$ cat config.mk
export PLATFORM = sky130hd
export DESIGN_NAME = ramped_setpoint_pid_lift_core
export DESIGN_NICKNAME = d
export VERILOG_FILES = /design/src/hdl/rspl_pkg.sv /design/src/hdl/rspl_regs.sv /design/src/hdl/rspl_ctrl.sv /design/src/hdl/rspl_dp.sv /design/src/hdl/ramped_setpoint_pid_lift_core.sv
export VERILOG_INCLUDE_DIRS = /design/src /design/src/hdl
export SDC_FILE = /design/constraint.sdc
export NUM_CORES = 2
export LEC_CHECK = 0
export ABC_AREA = 1
export BUFFER_PORTS_ARGS = -buffer_cell sky130_fd_sc_hd__buf_2
export CAP_MARGIN = 20
export CELL_PAD_IN_SITES_DETAIL_PLACEMENT = 0
export CELL_PAD_IN_SITES_GLOBAL_PLACEMENT = 1
export CORE_AREA = 2 2 374 376
export DETAILED_ROUTE_END_ITERATION = 7
export DIE_AREA = 0 0 376 378
export GPL_ROUTABILITY_DRIVEN = 0
export GPL_TIMING_DRIVEN = 1
export PLACE_DENSITY = 0.89
export SLEW_MARGIN = 20
export SYNTH_ARGS = -nofsm -noshare
export SYNTH_HDL_FRONTEND = slang
export SYNTH_HIERARCHICAL = 1
export SYNTH_SLANG_ARGS = --single-unit
$ cat constraint.sdc
create_clock -name clk_i -period 21.5 [get_ports clk_i]
set_input_delay 4.3 -clock clk_i [delete_from_list [all_inputs] [get_ports clk_i]]
set_output_delay 4.3 -clock clk_i [all_outputs]
set_load 0.1 [all_outputs]
$ cat src/hdl/ramped_setpoint_pid_lift_core_defines.svh
// Assertion macros for the lift controller RTL, used by its sequencer.
`ifndef RAMPED_SETPOINT_PID_LIFT_CORE_DEFINES_SVH
`define RAMPED_SETPOINT_PID_LIFT_CORE_DEFINES_SVH

// Implication checked every clock, held off while in reset.
`define RSPL_ASSERT_IMP(lbl, ante, cons, msg) \
  lbl: assert property (@(posedge clk_i) disable iff (!rst_ni) (ante) |-> (cons)) else $error(msg);

// Implication whose consequent is checked in the next clock cycle.
`define RSPL_ASSERT_NEXT(lbl, ante, cons, msg) \
  lbl: assert property (@(posedge clk_i) disable iff (!rst_ni) (ante) |=> (cons)) else $error(msg);

`endif

$ cat src/hdl/rspl_pkg.sv
// Shared widths, register indexes, config and command types for the lift controller.
package rspl_pkg;

  // position and arithmetic widths
  localparam int POS_W      = 20;
  localparam int ERR_W      = POS_W + 1;
  localparam int DIFF_W     = ERR_W + 1;
  localparam int SUM_W      = 40;
  localparam int STICK_W    = 16;
  localparam int EXC_W      = STICK_W + 1;
  localparam int Q_SHIFT    = 15;
  localparam int ST_W       = POS_W + STICK_W;
  localparam int ST_RANGE_W = POS_W + Q_SHIFT;
  localparam int PWR_W      = 16;
  localparam int PWR_SHIFT  = 9;
  localparam int ACC_W      = 64;

  // shared multiplier: gain side and operand side
  localparam int MUL_A_W = 24;
  localparam int MUL_B_W = 33;
  localparam int PROD_W  = MUL_A_W + MUL_B_W;
  localparam int HI_W    = 8;
  localparam int PH_W    = 32;
  localparam int LO_SPLIT = 32;

  // integrator term clamp
  localparam logic signed [PH_W-1:0]  INTEG_LIMIT = 32'sd268435456;
  localparam logic signed [ACC_W-1:0] INTEG_CLAMP = 64'sd1152921504606846976;

  // config register widths
  localparam int DEAD_W  = 15;
  localparam int SGAIN_W = 16;
  localparam int STEP_W  = 12;
  localparam int BAND_W  = 16;
  localparam int GAIN_W  = 24;

  localparam int CFG_IDX_W  = 3;
  localparam int CFG_DATA_W = 24;

  localparam logic [CFG_IDX_W-1:0] REG_DEADBAND   = 3'd0;
  localparam logic [CFG_IDX_W-1:0] REG_STICK_GAIN = 3'd1;
  localparam logic [CFG_IDX_W-1:0] REG_RAMP_STEP  = 3'd2;
  localparam logic [CFG_IDX_W-1:0] REG_SETTLE     = 3'd3;
  localparam logic [CFG_IDX_W-1:0] REG_KF         = 3'd4;
  localparam logic [CFG_IDX_W-1:0] REG_KP         = 3'd5;
  localparam logic [CFG_IDX_W-1:0] REG_KI         = 3'd6;
  localparam logic [CFG_IDX_W-1:0] REG_KD         = 3'd7;

  localparam logic [DEAD_W-1:0]  RST_DEADBAND   = 15'd6554;
  localparam logic [SGAIN_W-1:0] RST_STICK_GAIN = 16'd250;
  localparam logic [STEP_W-1:0]  RST_RAMP_STEP  = 12'd2;
  localparam logic [BAND_W-1:0]  RST_SETTLE     = 16'd100;
  localparam logic [GAIN_W-1:0]  RST_KF         = 24'd2852127;
  localparam logic [GAIN_W-1:0]  RST_KP         = 24'd6711;
  localparam logic [GAIN_W-1:0]  RST_KI         = 24'd168;
  localparam logic [GAIN_W-1:0]  RST_KD         = 24'd0;

  // stream packing
  localparam int IN_DATA_W  = 64;
  localparam int OUT_DATA_W = 80;

  typedef struct packed {
    logic        [DEAD_W-1:0]  deadband;
    logic        [SGAIN_W-1:0] stick_gain;
    logic        [STEP_W-1:0]  ramp_step;
    logic        [BAND_W-1:0]  settle_band;
    logic signed [GAIN_W-1:0]  kf;
    logic signed [GAIN_W-1:0]  kp;
    logic signed [GAIN_W-1:0]  ki;
    logic signed [GAIN_W-1:0]  kd;
  } cfg_t;

  // one strobe per datapath step
  typedef struct packed {
    logic latch;
    logic stick_mul;
    logic target;
    logic ramp;
    logic integ;
    logic prop;
    logic deriv;
    logic int_hi;
    logic int_lo;
    logic int_ph;
    logic load_out;
  } cmd_t;

  typedef struct packed {
    logic out_valid;
    logic out_free;
  } status_t;

endpackage

$ cat src/hdl/rspl_regs.sv
// Configuration register file with reset defaults.
module rspl_regs (
  input  logic                              clk_i,
  input  logic                              rst_ni,
  input  logic                              we_i,
  input  logic [rspl_pkg::CFG_IDX_W-1:0]    idx_i,
  input  logic [rspl_pkg::CFG_DATA_W-1:0]   data_i,
  output rspl_pkg::cfg_t                    cfg_o
);

  rspl_pkg::cfg_t cfg_q, cfg_d;

  always_comb begin
    cfg_d = cfg_q;
    if (we_i) begin
      unique case (idx_i)
        rspl_pkg::REG_DEADBAND:   cfg_d.deadband    = data_i[rspl_pkg::DEAD_W-1:0];
        rspl_pkg::REG_STICK_GAIN: cfg_d.stick_gain  = data_i[rspl_pkg::SGAIN_W-1:0];
        rspl_pkg::REG_RAMP_STEP:  cfg_d.ramp_step   = data_i[rspl_pkg::STEP_W-1:0];
        rspl_pkg::REG_SETTLE:     cfg_d.settle_band = data_i[rspl_pkg::BAND_W-1:0];
        rspl_pkg::REG_KF:         cfg_d.kf          = data_i[rspl_pkg::GAIN_W-1:0];
        rspl_pkg::REG_KP:         cfg_d.kp          = data_i[rspl_pkg::GAIN_W-1:0];
        rspl_pkg::REG_KI:         cfg_d.ki          = data_i[rspl_pkg::GAIN_W-1:0];
        rspl_pkg::REG_KD:         cfg_d.kd          = data_i[rspl_pkg::GAIN_W-1:0];
        default:                  cfg_d = cfg_q;
      endcase
    end
  end

  always_ff @(posedge clk_i or negedge rst_ni) begin
    if (!rst_ni) begin
      cfg_q.deadband    <= rspl_pkg::RST_DEADBAND;
      cfg_q.stick_gain  <= rspl_pkg::RST_STICK_GAIN;
      cfg_q.ramp_step   <= rspl_pkg::RST_RAMP_STEP;
      cfg_q.settle_band <= rspl_pkg::RST_SETTLE;
      cfg_q.kf          <= rspl_pkg::RST_KF;
      cfg_q.kp          <= rspl_pkg::RST_KP;
      cfg_q.ki          <= rspl_pkg::RST_KI;
      cfg_q.kd          <= rspl_pkg::RST_KD;
    end else begin
      cfg_q <= cfg_d;
    end
  end

  assign cfg_o = cfg_q;

endmodule

$ cat src/hdl/rspl_ctrl.sv
// Sequencer that steps the datapath through one request and owns the output valid.
`include "ramped_setpoint_pid_lift_core_defines.svh"

module rspl_ctrl (
  input  logic             clk_i,
  input  logic             rst_ni,
  input  logic             in_valid_i,
  output logic             in_ready_o,
  input  logic             out_ready_i,
  output rspl_pkg::cmd_t   cmd_o,
  output rspl_pkg::status_t status_o
);

  typedef enum logic [10:0] {
    ST_IDLE   = 11'b00000000001,
    ST_STICK  = 11'b00000000010,
    ST_TARGET = 11'b00000000100,
    ST_RAMP   = 11'b00000001000,
    ST_INTEG  = 11'b00000010000,
    ST_PROP   = 11'b00000100000,
    ST_DERIV  = 11'b00001000000,
    ST_IHI    = 11'b00010000000,
    ST_ILO    = 11'b00100000000,
    ST_IPH    = 11'b01000000000,
    ST_DONE   = 11'b10000000000
  } ctrl_state_e;

  ctrl_state_e state_q, state_d;
  logic        out_valid_q, out_valid_d;
  logic        accept;
  logic        out_free;

  assign in_ready_o = (state_q == ST_IDLE);
  assign accept     = in_valid_i & in_ready_o;
  assign out_free   = ~out_valid_q | out_ready_i;

  always_comb begin
    state_d = state_q;
    unique case (state_q)
      ST_IDLE:   if (accept) state_d = ST_STICK;
      ST_STICK:  state_d = ST_TARGET;
      ST_TARGET: state_d = ST_RAMP;
      ST_RAMP:   state_d = ST_INTEG;
      ST_INTEG:  state_d = ST_PROP;
      ST_PROP:   state_d = ST_DERIV;
      ST_DERIV:  state_d = ST_IHI;
      ST_IHI:    state_d = ST_ILO;
      ST_ILO:    state_d = ST_IPH;
      ST_IPH:    state_d = ST_DONE;
      ST_DONE:   if (out_free) state_d = ST_IDLE;
      default:   state_d = ST_IDLE;
    endcase
  end

  always_comb begin
    cmd_o.latch     = accept;
    cmd_o.stick_mul = (state_q == ST_STICK);
    cmd_o.target    = (state_q == ST_TARGET);
    cmd_o.ramp      = (state_q == ST_RAMP);
    cmd_o.integ     = (state_q == ST_INTEG);
    cmd_o.prop      = (state_q == ST_PROP);
    cmd_o.deriv     = (state_q == ST_DERIV);
    cmd_o.int_hi    = (state_q == ST_IHI);
    cmd_o.int_lo    = (state_q == ST_ILO);
    cmd_o.int_ph    = (state_q == ST_IPH);
    cmd_o.load_out  = (state_q == ST_DONE) & out_free;
  end

  always_comb begin
    out_valid_d = out_valid_q;
    if (cmd_o.load_out) begin
      out_valid_d = 1'b1;
    end else if (out_ready_i) begin
      out_valid_d = 1'b0;
    end
  end

  always_ff @(posedge clk_i or negedge rst_ni) begin
    if (!rst_ni) begin
      state_q     <= ST_IDLE;
      out_valid_q <= 1'b0;
    end else begin
      state_q     <= state_d;
      out_valid_q <= out_valid_d;
    end
  end

  assign status_o.out_valid = out_valid_q;
  assign status_o.out_free  = out_free;

  `RSPL_ASSERT_NEXT(a_accept_starts, accept, state_q == ST_STICK, "accepted request did not start")
  `RSPL_ASSERT_IMP(a_no_overwrite, cmd_o.load_out, !out_valid_q || out_ready_i, "result overwritten")
  `RSPL_ASSERT_IMP(a_valid_from_done, $rose(out_valid_q), $past(state_q == ST_DONE), "valid without done")

endmodule

$ cat src/hdl/rspl_dp.sv
// Datapath: target, ramp, error, integrator and shared-multiplier PID accumulate.
module rspl_dp (
  input  logic                               clk_i,
  input  logic                               rst_ni,
  input  rspl_pkg::cmd_t                     cmd_i,
  input  rspl_pkg::cfg_t                     cfg_i,
  input  logic                               in_cmd_i,
  input  logic signed [rspl_pkg::STICK_W-1:0] in_stick_i,
  input  logic signed [rspl_pkg::POS_W-1:0]  in_target_i,
  input  logic signed [rspl_pkg::POS_W-1:0]  in_encoder_i,
  input  logic                               in_clear_i,
  output logic signed [rspl_pkg::PWR_W-1:0]  motor_power_o,
  output logic signed [rspl_pkg::POS_W-1:0]  setpoint_o,
  output logic signed [rspl_pkg::ERR_W-1:0]  position_error_o,
  output logic                               settled_o,
  output logic signed [rspl_pkg::POS_W-1:0]  commanded_target_o
);

  localparam int POS_W  = rspl_pkg::POS_W;
  localparam int ERR_W  = rspl_pkg::ERR_W;
  localparam int DIFF_W = rspl_pkg::DIFF_W;
  localparam int SUM_W  = rspl_pkg::SUM_W;
  localparam int ST_W   = rspl_pkg::ST_W;
  localparam int STR_W  = rspl_pkg::ST_RANGE_W;
  localparam int EXC_W  = rspl_pkg::EXC_W;
  localparam int ACC_W  = rspl_pkg::ACC_W;
  localparam int PROD_W = rspl_pkg::PROD_W;
  localparam int MA_W   = rspl_pkg::MUL_A_W;
  localparam int MB_W   = rspl_pkg::MUL_B_W;
  localparam int PH_W   = rspl_pkg::PH_W;
  localparam int HI_W   = rspl_pkg::HI_W;
  localparam int LO_W   = rspl_pkg::LO_SPLIT;
  localparam int PWR_W  = rspl_pkg::PWR_W;

  // stick target limits: integer part stays a valid position
  localparam logic signed [ST_W:0] ST_HI =
    {{(ST_W + 2 - STR_W){1'b0}}, {(STR_W - 1){1'b1}}};
  localparam logic signed [ST_W:0] ST_LO =
    {{(ST_W + 2 - STR_W){1'b1}}, {(STR_W - 1){1'b0}}};
  localparam logic signed [SUM_W:0] SUM_MAX = {2'b00, {(SUM_W - 1){1'b1}}};
  localparam logic signed [SUM_W:0] SUM_MIN = {2'b11, {(SUM_W - 1){1'b0}}};
  localparam logic signed [ACC_W-1:0] PWR_MAX = ACC_W'((1 << (PWR_W - 1)) - 1);
  localparam logic signed [ACC_W-1:0] PWR_MIN = -ACC_W'(1 << (PWR_W - 1));

  // latched request
  logic                             cmd_q;
  logic signed [rspl_pkg::STICK_W-1:0] stick_q;
  logic signed [POS_W-1:0]          tpos_q, enc_q;
  logic                             clr_q;

  // loop state
  logic signed [ST_W-1:0]  stick_tgt_q, stick_tgt_d;
  logic signed [POS_W-1:0] sp_q, sp_d;
  logic signed [SUM_W-1:0] esum_q, esum_d;
  logic signed [ERR_W-1:0] last_err_q, last_err_d;
  logic                    settled_q, settled_d;

  // per-request working registers
  logic signed [POS_W-1:0]  target_q;
  logic signed [ERR_W-1:0]  err_q;
  logic signed [DIFF_W-1:0] diff_q;
  logic signed [PROD_W-1:0] prod_q;
  logic signed [PH_W-1:0]   ph_q;
  logic signed [ACC_W-1:0]  acc_q, acc_d;

  // output register
  logic signed [PWR_W-1:0] pwr_out_q;
  logic signed [POS_W-1:0] sp_out_q, tgt_out_q;
  logic signed [ERR_W-1:0] err_out_q;
  logic                    settled_out_q;

  // deadband
  logic signed [EXC_W-1:0] stick_x, dead_x, excess;
  always_comb begin
    stick_x = EXC_W'(stick_q);
    dead_x  = {2'b00, cfg_i.deadband};
    if (stick_x > dead_x) begin
      excess = stick_x - dead_x;
    end else if (stick_x < -dead_x) begin
      excess = stick_x + dead_x;
    end else begin
      excess = '0;
    end
  end

  // integrator split into a truncated high part and a signed low part
  logic                    hi_adj;
  logic signed [HI_W:0]    hi_wide;
  logic signed [HI_W-1:0]  int_hi;
  logic signed [LO_W:0]    int_lo;
  always_comb begin
    hi_adj  = esum_q[SUM_W-1] & (|esum_q[LO_W-1:0]);
    hi_wide = (HI_W + 1)'(esum_q[SUM_W-1:LO_W]) + (HI_W + 1)'(hi_adj);
    int_hi  = hi_wide[HI_W-1:0];
    int_lo  = {hi_adj, esum_q[LO_W-1:0]};
  end

  // shared multiplier operand selection
  logic signed [MA_W-1:0]   mul_a;
  logic signed [MB_W-1:0]   mul_b;
  logic signed [PROD_W-1:0] prod_d;
  always_comb begin
    mul_a = '0;
    mul_b = '0;
    if (cmd_i.stick_mul) begin
      mul_a = MA_W'({1'b0, cfg_i.stick_gain});
      mul_b = MB_W'(excess);
    end else if (cmd_i.integ) begin
      mul_a = cfg_i.kp;
      mul_b = MB_W'(err_q);
    end else if (cmd_i.prop) begin
      mul_a = cfg_i.kd;
      mul_b = MB_W'(diff_q);
    end else if (cmd_i.deriv) begin
      mul_a = cfg_i.ki;
      mul_b = MB_W'(int_hi);
    end else if (cmd_i.int_hi) begin
      mul_a = cfg_i.ki;
      mul_b = MB_W'(int_lo);
    end
    prod_d = PROD_W'(mul_a) * PROD_W'(mul_b);
  end

  // stick target accumulate and saturate
  logic signed [ST_W:0]   st_sum;
  logic signed [ST_W-1:0] st_new;
  always_comb begin
    st_sum = (ST_W + 1)'(stick_tgt_q) + (ST_W + 1)'(prod_q);
    if (st_sum > ST_HI) begin
      st_new = ST_HI[ST_W-1:0];
    end else if (st_sum < ST_LO) begin
      st_new = ST_LO[ST_W-1:0];
    end else begin
      st_new = st_sum[ST_W-1:0];
    end
  end

  // ramp toward target, direction by target versus encoder
  logic signed [ERR_W-1:0] sp_x, tgt_x, enc_x, step_x, ramp_v;
  always_comb begin
    sp_x   = ERR_W'(sp_q);
    tgt_x  = ERR_W'(target_q);
    enc_x  = ERR_W'(enc_q);
    step_x = ERR_W'({1'b0, cfg_i.ramp_step});
    ramp_v = sp_x;
    if (tgt_x > enc_x) begin
      ramp_v = sp_x + step_x;
      if (ramp_v > tgt_x) ramp_v = tgt_x;
    end else if (tgt_x < enc_x) begin
      ramp_v = sp_x - step_x;
      if (ramp_v < tgt_x) ramp_v = tgt_x;
    end
  end

  // saturating integrator and settle window
  logic signed [SUM_W:0]  sum_x;
  logic signed [SUM_W-1:0] sum_new;
  logic signed [DIFF_W-1:0] err_w, band_w;
  logic                    in_band;
  always_comb begin
    sum_x = (SUM_W + 1)'(esum_q) + (SUM_W + 1)'(err_q);
    if (sum_x > SUM_MAX) begin
      sum_new = SUM_MAX[SUM_W-1:0];
    end else if (sum_x < SUM_MIN) begin
      sum_new = SUM_MIN[SUM_W-1:0];
    end else begin
      sum_new = sum_x[SUM_W-1:0];
    end
    err_w   = DIFF_W'(err_q);
    band_w  = DIFF_W'({1'b0, cfg_i.settle_band});
    in_band = (err_w > -band_w) && (err_w < band_w);
  end

  // integral term clamp decision
  logic sat_pos, sat_neg;
  assign sat_pos = (ph_q > rspl_pkg::INTEG_LIMIT);
  assign sat_neg = (ph_q < -rspl_pkg::INTEG_LIMIT);

  // accumulator
  always_comb begin
    acc_d = acc_q;
    if (cmd_i.integ) begin
      acc_d = ACC_W'(cfg_i.kf);
    end else if (cmd_i.prop || cmd_i.deriv) begin
      acc_d = acc_q + ACC_W'(prod_q);
    end else if (cmd_i.int_lo) begin
      if (sat_pos) begin
        acc_d = acc_q + rspl_pkg::INTEG_CLAMP;
      end else if (sat_neg) begin
        acc_d = acc_q - rspl_pkg::INTEG_CLAMP;
      end else begin
        acc_d = acc_q + ACC_W'(prod_q);
      end
    end else if (cmd_i.int_ph) begin
      if (!sat_pos && !sat_neg) begin
        acc_d = acc_q + (ACC_W'(ph_q) <<< LO_W);
      end
    end
  end

  // power: floor to Q15 and saturate
  logic signed [ACC_W-1:0] pwr_sh;
  logic signed [PWR_W-1:0] pwr_v;
  always_comb begin
    pwr_sh = acc_q >>> rspl_pkg::PWR_SHIFT;
    if (pwr_sh > PWR_MAX) begin
      pwr_v = PWR_MAX[PWR_W-1:0];
    end else if (pwr_sh < PWR_MIN) begin
      pwr_v = PWR_MIN[PWR_W-1:0];
    end else begin
      pwr_v = pwr_sh[PWR_W-1:0];
    end
  end

  // loop state next values
  always_comb begin
    stick_tgt_d = stick_tgt_q;
    sp_d        = sp_q;
    esum_d      = esum_q;
    last_err_d  = last_err_q;
    settled_d   = settled_q;
    if (cmd_i.target && !cmd_q) stick_tgt_d = st_new;
    if (cmd_i.ramp) sp_d = ramp_v[POS_W-1:0];
    if (cmd_i.integ) begin
      esum_d     = sum_new;
      last_err_d = err_q;
      settled_d  = (settled_q & ~clr_q) | in_band;
    end
  end

  always_ff @(posedge clk_i or negedge rst_ni) begin
    if (!rst_ni) begin
      stick_tgt_q <= '0;
      sp_q        <= '0;
      esum_q      <= '0;
      last_err_q  <= '0;
      settled_q   <= 1'b0;
    end else begin
      stick_tgt_q <= stick_tgt_d;
      sp_q        <= sp_d;
      esum_q      <= esum_d;
      last_err_q  <= last_err_d;
      settled_q   <= settled_d;
    end
  end

  always_ff @(posedge clk_i) begin
    if (cmd_i.latch) begin
      cmd_q   <= in_cmd_i;
      stick_q <= in_stick_i;
      tpos_q  <= in_target_i;
      enc_q   <= in_encoder_i;
      clr_q   <= in_clear_i;
    end
    if (cmd_i.target) begin
      target_q <= cmd_q ? tpos_q : st_new[STR_W-1:rspl_pkg::Q_SHIFT];
    end
    if (cmd_i.ramp) begin
      // ramp_v already lies in the position range
      err_q <= ramp_v - enc_x;
    end
    if (cmd_i.integ) begin
      diff_q <= DIFF_W'(err_q) - DIFF_W'(last_err_q);
    end
    if (cmd_i.int_hi) begin
      ph_q <= prod_q[PH_W-1:0];
    end
    prod_q <= prod_d;
    acc_q  <= acc_d;
    if (cmd_i.load_out) begin
      pwr_out_q     <= pwr_v;
      sp_out_q      <= sp_q;
      err_out_q     <= err_q;
      settled_out_q <= settled_q;
      tgt_out_q     <= target_q;
    end
  end

  assign motor_power_o      = pwr_out_q;
  assign setpoint_o         = sp_out_q;
  assign position_error_o   = err_out_q;
  assign settled_o          = settled_out_q;
  assign commanded_target_o = tgt_out_q;

endmodule

$ cat src/hdl/ramped_setpoint_pid_lift_core.sv
// Top level of the ramped-setpoint PID lift controller.
//
// Channel   Dir  Handshake                 Carries
// s_axis    in   tvalid/tready             tuser: cmd; tdata: stick, target, encoder, clear
// m_axis    out  tvalid/tready             tdata: power, setpoint, error, settled, target
// cfg       in   cfg_we_i, no wait         cfg_idx_i selects register, cfg_data_i value
//
// Each request is accepted, then runs through ten sequencer steps that
// share one 24x33 multiplier (stick gain, kp, kd, then ki on the high and low
// halves of the integrator), each product registered before it is added.
// The result lands in an output register, so the next request is taken while
// it waits; the sequencer only holds in its last step if that register is full.
// Reset (async, active low) zeroes the loop state and reloads register defaults.
module ramped_setpoint_pid_lift_core (
  input  logic                                clk_i,
  input  logic                                rst_ni,
  // request stream
  input  logic                                s_axis_tvalid,
  output logic                                s_axis_tready,
  // [15:0] stick, [35:16] target_position, [55:36] encoder_position,
  // [56] clear_settled, [63:57] zero
  input  logic [rspl_pkg::IN_DATA_W-1:0]      s_axis_tdata,
  // [0] cmd
  input  logic                                s_axis_tuser,
  // result stream
  output logic                                m_axis_tvalid,
  input  logic                                m_axis_tready,
  // [15:0] motor_power, [35:16] setpoint, [56:36] position_error,
  // [57] settled, [77:58] commanded_target, [79:78] zero
  output logic [rspl_pkg::OUT_DATA_W-1:0]     m_axis_tdata,
  // configuration writes
  input  logic                                cfg_we_i,
  input  logic [rspl_pkg::CFG_IDX_W-1:0]      cfg_idx_i,
  input  logic [rspl_pkg::CFG_DATA_W-1:0]     cfg_data_i
);

  rspl_pkg::cfg_t    cfg;
  rspl_pkg::cmd_t    cmd;
  rspl_pkg::status_t status;

  logic signed [rspl_pkg::PWR_W-1:0] motor_power;
  logic signed [rspl_pkg::POS_W-1:0] setpoint;
  logic signed [rspl_pkg::ERR_W-1:0] position_error;
  logic                              settled;
  logic signed [rspl_pkg::POS_W-1:0] commanded_target;

  rspl_regs u_regs (
    .clk_i  (clk_i),
    .rst_ni (rst_ni),
    .we_i   (cfg_we_i),
    .idx_i  (cfg_idx_i),
    .data_i (cfg_data_i),
    .cfg_o  (cfg)
  );

  rspl_ctrl u_ctrl (
    .clk_i       (clk_i),
    .rst_ni      (rst_ni),
    .in_valid_i  (s_axis_tvalid),
    .in_ready_o  (s_axis_tready),
    .out_ready_i (m_axis_tready),
    .cmd_o       (cmd),
    .status_o    (status)
  );

  // request fields unpacked straight from the bus; the datapath latches them on accept
  rspl_dp u_dp (
    .clk_i              (clk_i),
    .rst_ni             (rst_ni),
    .cmd_i              (cmd),
    .cfg_i              (cfg),
    .in_cmd_i           (s_axis_tuser),
    .in_stick_i         (s_axis_tdata[15:0]),
    .in_target_i        (s_axis_tdata[35:16]),
    .in_encoder_i       (s_axis_tdata[55:36]),
    .in_clear_i         (s_axis_tdata[56]),
    .motor_power_o      (motor_power),
    .setpoint_o         (setpoint),
    .position_error_o   (position_error),
    .settled_o          (settled),
    .commanded_target_o (commanded_target)
  );

  assign m_axis_tvalid = status.out_valid;
  assign m_axis_tdata  = {2'b00, commanded_target, settled, position_error,
                          setpoint, motor_power};

endmodule

==> flow_summary.ini <==
[pwr]
power_frac_clock_pct = 18.4
internal_power_w = 0.00373
seq_power_share_pct = 24.8
p_sw_share_pct = 50.2
vdd_drop_max_mv = 0.113
power.switching_w = 0.00376
p_comb_share_pct = 56.8
p_leak_nw = 39.8
p_total_w = 0.00749
power_density_mw_per_mm2 = 95.7

[global_routing]
grt_pass1_wl_um = 367000
grt_use_met2_pct = 51.0
grt_overflow_total = 0
grt_util_met3_pct = 7.72
grt_use_met1_pct = 46.5
grt_antenna_before_repair = 16
grt.busiest_layer = met2
grt_max_degree = 87
track_usage_pct = 33.7
grt_pass1_vias = 62700

[drt]
drt_first_pass_iters = 7
vias_per_cell = 5.77
wl_um = 239000
drt_iter0_drc = 6864
drc_errors = 0
ant_nets = 0
vias = 64400
wl_per_cell_um = 21.4

[critical_path]
cpPeakStageDelay_ns = 0.93
worstPathArrival_ns = 12.64
slowest_stage = fa_1
critPathKind = reg -> reg
critPathRequiredTime_ns = 22.08
worst_path_most_repeated_cell = fa_1
endpoint_kind = flop
crit_start = u_regs/cfg_o[141]
cp_max_fo = 14
start_kind = flop
r2r_start = u_regs/cfg_o[141]

[floorplanning]
rows = 137
num_io_pins = 179
die_area_mm2 = 0.142
die_w_um = 376
core_area_mm2 = 0.139
start_util_pct = 52.6
die_h_um = 378

[timing]
fin_crit_ns = 12.06
max_freq_mhz = 82.9
slew-limit-headroom_pct = 23.0
min_period_over_period_pct = 56.1
hold_ws_ns = 0.461
tns_ns = 0
fin_ws_ns = 9.44
finalHoldViolations = 0
finalSetupViolCount = 0
drv_slew = 0
skew_ns = 0.0375
rsz0062_at_grt = false
worstMarginPinSlew_ns = 1.15

[worst_hold_path]
min_from = u_regs/cfg_o[80]
worstHoldPathType = reg -> reg

[cts]
cts_tree = done
post-cts-setup-buffer-count = 0
clock_latency_ns = 0.68
cts_hold_buf = 0
cts_max_path_buffers = 3
root_buffer = clkbuf_16
post_cts_resized = 0
cts_made_buffers = 74
numClockSinks = 637
clkTransAtPathRegs_ns = 0.06
htreeDepth = 3

[run]
cap_violations = 0

[logic_synthesis]
avgSynthCellArea_um2 = 7.90
synth_warnings = 6
syn_inst = 9229
synthesis.area_mm2 = 0.0729

[placement]
pre_cts_ws_ns = 9.64
post-dp-hpwl_um = 187000
port_buffers = 169

[layout]
drive_gt1_share_pct = 6.04
fillers = 12900
final_nets = 10700
areaGrowthSynthToFinish_pct = 7.30

[run_status]
status = complete, no violations
==> layer usage <==
| layer | vias to the layer above | share of wire, % |
|---|---|---|
| met4 | 4 | 5.0 |
| met3 | 596 | 11 |
| li1 | 29400 | - |
| met2 | 3244 | 43 |
| met5 | - | 0.011 |
| met1 | 31200 | 41 |
==> metrics by stage <==
step | instance area, µm² | instances | util (%)
after global routing | 78200 | 11100 | 56.5
after CTS | 78200 | 11100 | 56.4
after floorplan | 72900 | 9230 | -
after global placement | 75500 | 11000 | 54.5
after detailed placement | 75500 | 11000 | 54.5
final | 78200 | 11200 | 56.5
==> sequential cells by signal (all words and copies together), names as in the netlist, 21 cells and up <==
name / flops
u_regs/cfg_o: 155
u_dp/acc_q: 64
u_dp/prod_q: 57
u_dp/esum_q: 40
u_dp/stick_tgt_q: 36
u_dp/ph_q: 32
u_dp/diff_q: 22
u_dp/err_q: 21
u_dp/last_err_q: 21
u_dp/position_error_o: 21
==> cells in the final DEF (no fill, tap or decap), types with 244 or more instances in the layout <==
cell,instances
nand3_1,617
nand2_1,2109
ha_1,537
inv_1,1633
edfxtp_1,295
a21oi_1,500
fa_1,815
nor2_1,767
dfrtp_1,244
o21ai_0,324
==> power by group through the flow <==
| stage | combinational [W] | sequential (W) | clock (W) |
|---|---|---|---|
| after global placement | 0.00406 | 0.00186 | 0 |
| after detailed placement | 0.00412 | 0.00186 | 0 |
| after floorplan | 0.00300 | 0.00171 | 0 |
| final | 0.00425 | 0.00186 | 0.00138 |
| after global routing | 0.00469 | 0.00187 | 0.00145 |
| after CTS | 0.00415 | 0.00184 | 0.00141 |
==> final cells by class <==
| class | count | area (µm²) | share of cell area, % |
|---|---|---|---|
| multi-input cells | 6617 | 48200 | 61.6 |
| inverters | 1683 | 6330 | 8.10 |
| repair buffers | 263 | 1560 | 2.00 |
| clock buffers | 102 | 2160 | 2.76 |
| clock inverters | 35 | 512 | 0.654 |
| diodes | 7 | 17.5 | 0.0224 |
| well taps | 1807 | 2260 | 2.89 |
| flip-flops and latches | 637 | 17200 | 22.0 |
==> final timing paths <==
path                                      to  slack, ns  cells after the start
hold reg to reg             u_regs/cfg_o[80]       0.46                      2
hold / removal              u_regs/cfg_o[80]       0.46                      2
setup / recovery             u_dp/prod_q[56]       9.44                     45
max in group asynchronous  u_regs/cfg_o[134]      14.85                      4
min in group asynchronous       u_dp/sp_q[4]       3.61                      1
setup reg to reg             u_dp/prod_q[56]       9.44                     45
==> worst max-delay path: cells and delay by family, from the launching register on <==
family	cells	cell delay (ns)
AO/OA/AOI/OAI	2	0.32
adder cells (fa/ha/maj)	10	5.07
XOR/XNOR	2	0.36
buffers and inverters	7	0.99
flip-flops	1	0.42
AND/OR/NAND/NOR	24	4.80
Note: power is estimated with default switching activity, not from simulation.
